File: src/rtl/bsc_pkg.sv
`timescale 1ns / 1ps
// ----------------------------------------------------------------------------
// bsc_pkg: shared types and constants
// constants and the datapath operation codes used by the sequencer and alu
// ----------------------------------------------------------------------------
package bsc_pkg;

  localparam int unsigned DataW = 32;
  localparam int unsigned CntW = 5;

  localparam logic [DataW-1:0] C3038 = 32'd3038;
  localparam logic [DataW-1:0] CM7357 = 32'hFFFF_E343;
  localparam logic [DataW-1:0] C3791 = 32'd3791;
  localparam logic [DataW-1:0] C50000 = 32'd50000;
  localparam logic [DataW-1:0] C4000 = 32'd4000;
  localparam logic [DataW-1:0] C32768 = 32'd32768;

  typedef enum logic [1:0] {
    OP_MUL  = 2'd0,
    OP_DIV  = 2'd1,
    OP_MULH = 2'd2
  } op_t;

  typedef struct packed {
    logic start;
    op_t  op;
  } alu_req_t;

  typedef struct packed {
    logic busy;
    logic done;
  } alu_sts_t;

endpackage

File: src/rtl/bsc_alu.sv
`timescale 1ns / 1ps
// ----------------------------------------------------------------------------
// bsc_alu: bit-serial multiply and divide unit
// one bit per cycle; mul gives low 32 bits, mulh gives bits 46:15 of the
// 64-bit unsigned product, div gives the unsigned quotient
// ----------------------------------------------------------------------------
module bsc_alu (
  input  logic                        clk,
  input  logic                        rst_n,
  input  bsc_pkg::alu_req_t           req,
  input  logic [bsc_pkg::DataW-1:0]   a,
  input  logic [bsc_pkg::DataW-1:0]   b,
  output bsc_pkg::alu_sts_t           sts,
  output logic [bsc_pkg::DataW-1:0]   res
);

  logic                        busy_r, busy_nxt;
  logic                        done_r, done_nxt;
  bsc_pkg::op_t                op_r, op_nxt;
  logic [bsc_pkg::CntW-1:0]    cnt_r, cnt_nxt;
  logic [63:0]                 acc_r, acc_nxt;
  logic [bsc_pkg::DataW-1:0]   sh_r, sh_nxt;
  logic [bsc_pkg::DataW-1:0]   dv_r, dv_nxt;
  logic [32:0]                 rem_sh;
  logic [32:0]                 rem_sub;

  assign rem_sh  = {acc_r[31:0], sh_r[31]};
  assign rem_sub = rem_sh - {1'b0, dv_r};

  always_comb begin
    busy_nxt = busy_r;
    done_nxt = 1'b0;
    op_nxt   = op_r;
    cnt_nxt  = cnt_r;
    acc_nxt  = acc_r;
    sh_nxt   = sh_r;
    dv_nxt   = dv_r;
    if (req.start) begin
      busy_nxt = 1'b1;
      op_nxt   = req.op;
      cnt_nxt  = '0;
      acc_nxt  = '0;
      sh_nxt   = a;
      dv_nxt   = b;
    end else if (busy_r) begin
      if (op_r == bsc_pkg::OP_DIV) begin
        // restoring division, dividend bits shifted out of sh_r
        if (!rem_sub[32]) begin
          acc_nxt = {32'd0, rem_sub[31:0]};
          sh_nxt  = {sh_r[30:0], 1'b1};
        end else begin
          acc_nxt = {32'd0, rem_sh[31:0]};
          sh_nxt  = {sh_r[30:0], 1'b0};
        end
      end else begin
        // shift-add, multiplier bits taken lsb first
        acc_nxt = acc_r + ({32'd0, sh_r[0] ? dv_r : 32'd0} << cnt_r);
        sh_nxt  = {1'b0, sh_r[31:1]};
      end
      cnt_nxt = cnt_r + 1'b1;
      if (cnt_r == '1) begin
        busy_nxt = 1'b0;
        done_nxt = 1'b1;
      end
    end
  end

  always_ff @(posedge clk) begin
    if (!rst_n) begin
      busy_r <= 1'b0;
      done_r <= 1'b0;
    end else begin
      busy_r <= busy_nxt;
      done_r <= done_nxt;
    end
    op_r  <= op_nxt;
    cnt_r <= cnt_nxt;
    acc_r <= acc_nxt;
    sh_r  <= sh_nxt;
    dv_r  <= dv_nxt;
  end

  always_comb begin
    case (op_r)
      bsc_pkg::OP_DIV:  res = sh_r;
      bsc_pkg::OP_MULH: res = acc_r[46:15];
      default:          res = acc_r[31:0];
    endcase
  end

  assign sts.busy = busy_r;
  assign sts.done = done_r;

  a_done_after_busy: assert property (@(posedge clk) disable iff (!rst_n)
    done_r |-> $past(busy_r)) else $error("done without busy");
  a_no_start_busy: assert property (@(posedge clk) disable iff (!rst_n)
    busy_r |-> !req.start) else $error("start while busy");
  a_busy_len: assert property (@(posedge clk) disable iff (!rst_n)
    $rose(busy_r) |-> cnt_r == '0) else $error("count not cleared");

endmodule

File: src/rtl/barometric_sensor_compensation_unit.sv
`timescale 1ns / 1ps
// ----------------------------------------------------------------------------
// barometric_sensor_compensation_unit: integer barometer compensation
// temperature and pressure compensation with a shared bit-serial mul/div
// ----------------------------------------------------------------------------
// channel  direction  payload
// in_      slave      tdata = raw_sample[18:0]; tuser = kind
// out_     master     tdata = value[31:0]; tuser = {divide_fault, kind_out}
// cfg_     write      index 0..4, data 48 bits
//
// every multiply and divide runs on one serial unit: the sequencer issues it,
// waits while the unit is busy and takes the result on done; a temperature
// request is one multiply and one divide, a pressure request is ten
// multiplies and one divide
// one request in flight; in_tready is low from accept until the result is
// taken, so a new request is not accepted before the last result is taken
// synchronous active-low reset clears control state, config and temp_term
// ----------------------------------------------------------------------------
module barometric_sensor_compensation_unit (
  input  logic        clk,
  input  logic        rst_n,
  input  logic        in_tvalid,
  output logic        in_tready,
  input  logic [23:0] in_tdata,   // raw_sample [18:0], zero fill above
  input  logic        in_tuser,   // kind
  output logic        out_tvalid,
  input  logic        out_tready,
  output logic [31:0] out_tdata,  // value [31:0]
  output logic [1:0]  out_tuser,  // kind_out [0], divide_fault [1]
  input  logic        cfg_we,
  input  logic [2:0]  cfg_index,
  input  logic [47:0] cfg_wdata
);

  typedef enum logic [2:0] {
    CFG_OSS = 3'd0,
    CFG_A1  = 3'd1,
    CFG_A2  = 3'd2,
    CFG_B   = 3'd3,
    CFG_M   = 3'd4
  } cfg_idx_t;

  typedef enum logic [1:0] {
    ST_IDLE,
    ST_ISSUE,
    ST_WAIT,
    ST_OUT
  } state_t;

  // config registers
  logic [1:0]  oss_r;
  logic [47:0] ca1_r, ca2_r;
  logic [31:0] cb_r, cm_r;
  logic [31:0] term_r;

  always_ff @(posedge clk) begin
    if (!rst_n) begin
      oss_r <= '0; ca1_r <= '0; ca2_r <= '0; cb_r <= '0; cm_r <= '0;
    end else if (cfg_we) begin
      case (cfg_idx_t'(cfg_index))
        CFG_OSS: oss_r <= cfg_wdata[1:0];
        CFG_A1:  ca1_r <= cfg_wdata;
        CFG_A2:  ca2_r <= cfg_wdata;
        CFG_B:   cb_r  <= cfg_wdata[31:0];
        CFG_M:   cm_r  <= cfg_wdata[31:0];
        default: ;
      endcase
    end
  end

  // coefficients
  logic [31:0] ac1, ac2, ac3, ac4, ac5, ac6, b1, b2, mc, md;
  assign ac1 = {{16{ca1_r[47]}}, ca1_r[47:32]};
  assign ac2 = {{16{ca1_r[31]}}, ca1_r[31:16]};
  assign ac3 = {{16{ca1_r[15]}}, ca1_r[15:0]};
  assign ac4 = {16'd0, ca2_r[47:32]};
  assign ac5 = {16'd0, ca2_r[31:16]};
  assign ac6 = {16'd0, ca2_r[15:0]};
  assign b1  = {{16{cb_r[31]}}, cb_r[31:16]};
  assign b2  = {{16{cb_r[15]}}, cb_r[15:0]};
  assign mc  = {{16{cm_r[31]}}, cm_r[31:16]};
  assign md  = {{16{cm_r[15]}}, cm_r[15:0]};

  state_t               state_r, state_nxt;
  logic [3:0]           step_r, step_nxt;
  logic                 kind_r, kind_nxt;
  logic [31:0]          raw_r, raw_nxt;
  logic [31:0]          t0_r, t0_nxt;   // x1 / b3
  logic [31:0]          t1_r, t1_nxt;   // sq / b7 / p
  logic [31:0]          t2_r, t2_nxt;   // x1 accumulator
  logic [31:0]          t3_r, t3_nxt;   // second accumulator
  logic                 neg_r, neg_nxt;
  logic [31:0]          val_r, val_nxt;
  logic                 flt_r, flt_nxt;
  logic [31:0]          term_nxt;
  logic                 ovld_r, ovld_nxt;

  bsc_pkg::alu_req_t    req;
  bsc_pkg::alu_sts_t    sts;
  logic [31:0]          op_a, op_b, res;

  bsc_alu u_alu (
    .clk(clk), .rst_n(rst_n), .req(req), .a(op_a), .b(op_b), .sts(sts), .res(res)
  );

  function automatic logic [31:0] asr(input logic [31:0] v, input logic [4:0] n);
    asr = 32'($signed(v) >>> n);
  endfunction

  function automatic logic [31:0] mag(input logic [31:0] v);
    mag = v[31] ? 32'(0 - v) : v;
  endfunction

  logic [31:0] d_t, b6, b7, b3v, x3a, pfin;
  assign d_t = t0_r + md;
  assign b6  = term_r - bsc_pkg::C4000;

  // request issue: per step, choose operands
  always_comb begin
    req.start = 1'b0;
    req.op    = bsc_pkg::OP_MUL;
    op_a      = '0;
    op_b      = '0;
    if (state_r == ST_ISSUE) begin
      req.start = 1'b1;
      if (!kind_r) begin
        case (step_r)
          4'd0: begin op_a = raw_r - ac6; op_b = ac5; end
          default: begin req.op = bsc_pkg::OP_DIV; op_a = mag(mc << 11); op_b = mag(d_t); end
        endcase
      end else begin
        case (step_r)
          4'd0: begin op_a = b6; op_b = b6; end
          4'd1: begin op_a = b2; op_b = t1_r; end
          4'd2: begin op_a = ac2; op_b = b6; end
          4'd3: begin op_a = ac3; op_b = b6; end
          4'd4: begin op_a = b1; op_b = t1_r; end
          4'd5: begin req.op = bsc_pkg::OP_MULH; op_a = ac4; op_b = t3_r; end
          4'd6: begin op_a = raw_r - t0_r; op_b = bsc_pkg::C50000 >> oss_r; end
          4'd7: begin req.op = bsc_pkg::OP_DIV;
                      op_a = t1_r[31] ? t1_r : (t1_r << 1); op_b = t2_r; end
          4'd8: begin op_a = asr(t1_r, 5'd8); op_b = asr(t1_r, 5'd8); end
          4'd9: begin op_a = t2_r; op_b = bsc_pkg::C3038; end
          default: begin op_a = bsc_pkg::CM7357; op_b = t1_r; end
        endcase
      end
    end
  end

  assign x3a  = t2_r + asr(res, 5'd16);
  assign b3v  = asr(((ac1 << 2) + t2_r + asr(res, 5'd11)) << oss_r, 5'd0) + 32'd2;
  assign b7   = res;
  assign pfin = t1_r + asr(t2_r + asr(res, 5'd16) + bsc_pkg::C3791, 5'd4);

  always_comb begin
    state_nxt = state_r;
    step_nxt  = step_r;
    kind_nxt  = kind_r;
    raw_nxt   = raw_r;
    t0_nxt    = t0_r;
    t1_nxt    = t1_r;
    t2_nxt    = t2_r;
    t3_nxt    = t3_r;
    neg_nxt   = neg_r;
    val_nxt   = val_r;
    flt_nxt   = flt_r;
    term_nxt  = term_r;
    ovld_nxt  = ovld_r;
    case (state_r)
      ST_IDLE: begin
        if (in_tvalid) begin
          kind_nxt  = in_tuser;
          raw_nxt   = {13'd0, in_tdata[18:0]};
          step_nxt  = '0;
          flt_nxt   = 1'b0;
          val_nxt   = '0;
          state_nxt = ST_ISSUE;
        end
      end
      ST_ISSUE: state_nxt = ST_WAIT;
      ST_WAIT: begin
        if (sts.done) begin
          state_nxt = ST_ISSUE;
          step_nxt  = step_r + 1'b1;
          if (!kind_r) begin
            if (step_r == 4'd0) begin
              t0_nxt = asr(res, 5'd15);
              if (t0_nxt + md == 0) begin
                flt_nxt = 1'b1; state_nxt = ST_OUT;
              end
              neg_nxt = (mc[31] ^ 1'b0) != (t0_nxt + md >= 32'h8000_0000);
            end else begin
              term_nxt  = t0_r + (neg_r ? 32'(0 - res) : res);
              val_nxt   = asr(term_nxt + 32'd8, 5'd4);
              state_nxt = ST_OUT;
            end
          end else begin
            case (step_r)
              4'd0: t1_nxt = asr(res, 5'd12);
              4'd1: t2_nxt = asr(res, 5'd11);
              // x2 folds with step 1 x1 into x3 and b3; sq stays in t1
              4'd2: t0_nxt = asr(b3v, 5'd2);
              4'd3: t2_nxt = asr(res, 5'd13);
              4'd4: t3_nxt = asr(x3a + 32'd2, 5'd2) + bsc_pkg::C32768;
              4'd5: begin
                t2_nxt = res;
                if (res == 0) begin flt_nxt = 1'b1; state_nxt = ST_OUT; end
              end
              4'd6: t1_nxt = b7;
              4'd7: t1_nxt = t1_r[31] ? (res << 1) : res;
              4'd8: t2_nxt = res;
              4'd9: t2_nxt = asr(res, 5'd16);
              default: begin val_nxt = pfin; state_nxt = ST_OUT; end
            endcase
          end
        end
      end
      default: begin
        if (out_tready) state_nxt = ST_IDLE;
      end
    endcase
    ovld_nxt = (state_nxt == ST_OUT);
  end

  always_ff @(posedge clk) begin
    if (!rst_n) begin
      state_r <= ST_IDLE;
      ovld_r  <= 1'b0;
      term_r  <= '0;
    end else begin
      state_r <= state_nxt;
      ovld_r  <= ovld_nxt;
      term_r  <= term_nxt;
    end
    step_r <= step_nxt;
    kind_r <= kind_nxt;
    raw_r  <= raw_nxt;
    t0_r   <= t0_nxt;
    t1_r   <= t1_nxt;
    t2_r   <= t2_nxt;
    t3_r   <= t3_nxt;
    neg_r  <= neg_nxt;
    val_r  <= val_nxt;
    flt_r  <= flt_nxt;
  end

  assign in_tready  = (state_r == ST_IDLE);
  assign out_tvalid = ovld_r;
  assign out_tdata  = val_r;
  assign out_tuser  = {flt_r, kind_r};

  a_out_state: assert property (@(posedge clk) disable iff (!rst_n)
    out_tvalid |-> state_r == ST_OUT) else $error("valid outside output state");
  a_fault_zero: assert property (@(posedge clk) disable iff (!rst_n)
    (out_tvalid && out_tuser[1]) |-> out_tdata == 0) else $error("fault with value");
  a_no_accept_busy: assert property (@(posedge clk) disable iff (!rst_n)
    sts.busy |-> !in_tready) else $error("ready while busy");

endmodule
File: config.mk
export PLATFORM = sky130hd
export DESIGN_NAME = barometric_sensor_compensation_unit
export DESIGN_NICKNAME = d
export VERILOG_FILES = /design/src/rtl/bsc_pkg.sv /design/src/rtl/bsc_alu.sv /design/src/rtl/barometric_sensor_compensation_unit.sv
export SDC_FILE = /design/constraint.sdc
export NUM_CORES = 2
export LEC_CHECK = 0
export BUFFER_PORTS_ARGS = -buffer_cell sky130_fd_sc_hd__buf_2
export CORE_MARGIN = 3
export CORE_UTILIZATION = 55
export CTS_CLUSTER_SIZE = 16
export DETAILED_ROUTE_END_ITERATION = 10
export GPL_TIMING_DRIVEN = 0
export PLACE_DENSITY = 0.74
export REMOVE_ABC_BUFFERS = 1
export SYNTH_ARGS = -nofsm -noshare
export SYNTH_HDL_FRONTEND = slang
export SYNTH_SLANG_ARGS = --single-unit
export TNS_END_PERCENT = 100
File: constraint.sdc
create_clock -name clk -period 8 [get_ports clk]
set_input_delay 1.6 -clock clk [delete_from_list [all_inputs] [get_ports clk]]
set_output_delay 1.6 -clock clk [all_outputs]
set_load 0.02 [all_outputs]
==> summary.md <==
| Metric | Value |
|---|---|
| Root Buffer | `clkbuf_16` |
| Worst-path fanout max | `12` |
| Initial DRC Count | `5,951` |
| Worst hold path type | `reg2reg` |
| Outcome | `finished with violations` |
| Vias per cell | `6.77` |
| Syn Std Cell Area | `46,100 um^2` |
| I/O Buffers | `111` |
| Final min period | `7760 ps` |
| Worst slew margin | `-3.78%` |
| Width of the die | `296 um` |
| Commonest cells after routing, fill and taps aside | `nand2_1, nor2_1, o21ai_0` |
| Max Freq | `0.129 GHz` |
| Synth Register Bits | `500` |
| Core ar. | `82,500 um^2` |
| R2r endpoint | `out_tdata[29]$_SDFFCE_PN0P_` |
| Reg2Reg Depth | `32` |
| Post-synth EDFFs | `249` |
| Critical path startpoint category | `register` |
| Layout cells sized above 1 | `8.31%` |
| Gate Count Post-Synth | `5,729` |
| Worst skew pair latency | `680 ps` |
| Final #Nets | `6,088` |
| Hold_buf cts | `0` |
| Reg2reg setup slack | `240 ps` |
| Grt ovf | `0` |
| Mean area per synthesized cell | `8.05 um^2` |
| CTS Buf Count | `61` |
| Failing checks | `design-rule violations, max-capacitance violations, max-slew violations` |
| I/O pin cnt | `117` |
| Async S/R FF share, synth | `0%` |
| DR WL/cell | `26.9 um` |
| Drt total wl | `182 mm` |
| Reg clk slew, reported paths | `60 ps` |
| Diode count | `0` |
| CTS tree | `built` |
| Critical path type | `reg2reg` |
| Synth warn | `0` |
| Worst EP arrival | `8180 ps` |
| Sequential area share after synthesis | `27.1%` |
| Pwr per Cell Area | `301 nW/um^2` |
| Area grow syn2layout | `9.62%` |
| Routed vias | `45,937` |
| Skew final | `40.2 ps` |
| GPL Wtd Cong | `1.03` |
| Global-route usage over all layers | `40.4%` |
| Critical Path RT | `8420 ps` |
| CP endpoint | `out_tdata[29]$_SDFFCE_PN0P_` |
| Least-Margin Pin Slew | `1560 ps` |
| Largest net degree at the start of global routing | `146` |
| Antenna Violating Nets Remaining | `0` |
| Peak VDD IR | `226 uV` |
| Launch point of the worst reg-to-reg path | `u_alu.op_r[0]$_SDFFCE_PN0P_` |
| Starting Density | `55.9%` |
| H-tree levels | `2` |
| Unique masters post-synth | `99` |
| Antenna violations before repair | `8` |
| Setup Viol. Count Final | `0` |
| Clock Path Buffers | `3` |
| Placed Area | `48,100 um^2` |
| Vias in the first global route | `42,840` |
| Die Height | `296 um` |
| Max_cap viols | `2` |
| Detail Placement HPWL | `139 mm` |
| LEAKAGE | `20.1 nW` |
| First-pass GRT wire length | `266 mm` |
| Critical path's slowest cell | `o21a_2` |
| DR pass1 iterations | `11` |
| Slew Limit Fails | `59` |
| TritonCTS Sinks | `500` |
| Most common cell after layout, fill and taps aside | `nand2_1` |
| Nature of the critical path endpoint | `register` |
| Part of the cycle the worst path needs | `97.1%` |
| Core Rows | `105` |
| Ys flop type | `dfxtp_1` |
| Crit path from | `u_alu.op_r[0]$_SDFFCE_PN0P_` |
| Die area | `87,300 um^2` |
| Final Hold Violating Endpoints | `0` |
| Crit path largest cell delay | `450 ps` |
| Hold slack | `463 ps` |
| Design area | `50,500 um^2` |
| Fillers | `7,439` |
| # DRC | `2` |
registers in the layout, indices dropped and copies added (netlist names), 4 cells and up:
| name | count |
|---|---|
| ca2_r | 48 |
| ca1_r | 48 |
| t2_r | 32 |
| cm_r | 32 |
| u_alu.dv_r | 32 |
| cb_r | 32 |
| u_alu.sh_r | 32 |
| t3_r | 31 |
| raw_r | 19 |
| out_tdata | 32 |
| step_r | 4 |
| u_alu.cnt_r | 5 |
| t0_r | 30 |
| t1_r | 32 |
| u_alu.acc_r | 47 |
| term_r | 32 |
stage by stage:
step / setup slack [ps] / power (mW) / TNS (ps) / cells / util, %
after detailed placement: -1790 / 11.8 / -29970 / 6654 / 58.3
after global placement: -5760 / 11.5 / -518560 / 6600 / 56.7
after floorplan: -1490 / 9.33 / -32040 / 5419 / -
after CTS: -22.0 / 14.8 / -22.0 / 6775 / 61.0
final: 235 / 15.2 / 0 / 6783 / 61.3
after global routing: -37.6 / 16.0 / -60.4 / 6783 / 61.3
how the worst min path moves through the flow:
stage | from | cells past startpoint | endpoint
global route | ca1_r[19]$_SDFFE_PN0P_ | 2 | ca1_r[19]$_SDFFE_PN0P_
finish | ca2_r[8]$_SDFFE_PN0P_ | 2 | ca2_r[8]$_SDFFE_PN0P_
detailed placement | ca2_r[24]$_SDFFE_PN0P_ | 2 | ca2_r[24]$_SDFFE_PN0P_
CTS | ca2_r[24]$_SDFFE_PN0P_ | 2 | ca2_r[24]$_SDFFE_PN0P_
global placement | ca2_r[24]$_SDFFE_PN0P_ | 2 | ca2_r[24]$_SDFFE_PN0P_
floorplan | u_alu.acc_r[35]$_SDFFE_PP0P_ | 2 | u_alu.acc_r[35]$_SDFFE_PP0P_
kinds of logic (layout without fill, tap and decap cells):
kind of cell / count (synthesis) / after routing / share of synthesized area (%)
adders and majority gates: 347 / 347 / 10.1
buffers and inverters: 626 / 610 / 5.16
and+or+nand+nor: 1781 / 1781 / 17.8
DFF: 500 / 500 / 27.1
xor gates and xnor gates: 466 / 466 / 8.88
muxes: 138 / 138 / 3.83
AOI/OAI and AO/OA: 1871 / 1871 / 27.2
critical path: cells and delay by family, from the launching register on:
family / cells / cell delay, ps
AOI/OAI and AO/OA: 12 / 3020
xor gates and xnor gates: 3 / 520
adders and majority gates: 3 / 1000
buffers and inverters: 3 / 610
DFF: 1 / 430
and+or+nand+nor: 11 / 1910
Yosys cell counts, types with 143 or more instances:
master    instances  area (um^2)
nand2_1         745         2800
nor2_1          392         1470
o21ai_0         377         1890
a21oi_1         374         1870
inv_1           309         1160
ha_1            308         3850
xnor2_1         305         2670
clkbuf_1        270         1010
dfxtp_1         251         5020
edfxtp_1        249         7480
a21boi_0        200         1500
xor2_1          160         1400
nand3_1         143          716
routing by layer:
layer	part of all wire (%)	wire (um)	global-route usage [%]
met1	37	67700	49.6
met2	43	78600	62.9
met3	12	21100	10.2
met4	8.2	14900	26.5
met5	0.094	171	0.976
where the power goes:
group / internal, mW / switching [mW] / leakage, nW
combinational: 3.36 / 5.48 / 14.7
clock: 1.67 / 1.25 / 1.01
sequential: 3.01 / 0.420 / 4.36
total: 8.04 / 7.15 / 20.1
area by class of cell:
class	count	area (um^2)	area share, %
Inverter	316	1210	2.39
Sequential cell	500	12500	24.8
Clock buffer	77	1660	3.28
Tap cell	1070	1340	2.65
Clock inverter	39	409	0.809
Timing Repair Buffer	178	1800	3.55
Multi-Input combinational cell	4603	31600	62.6
repair_timing:
| item | 4_1_cts | 5_1_grt |
|---|---|---|
| endpoints found under the setup margin | 47 | 16 |
| endpoints found under the hold margin | 0 | 0 |
| gates resized for setup | 12 | 29 |
| pin swaps | 2 | 5 |
| setup buffers | 5 | 7 |
(Power assumes the default switching activity.)
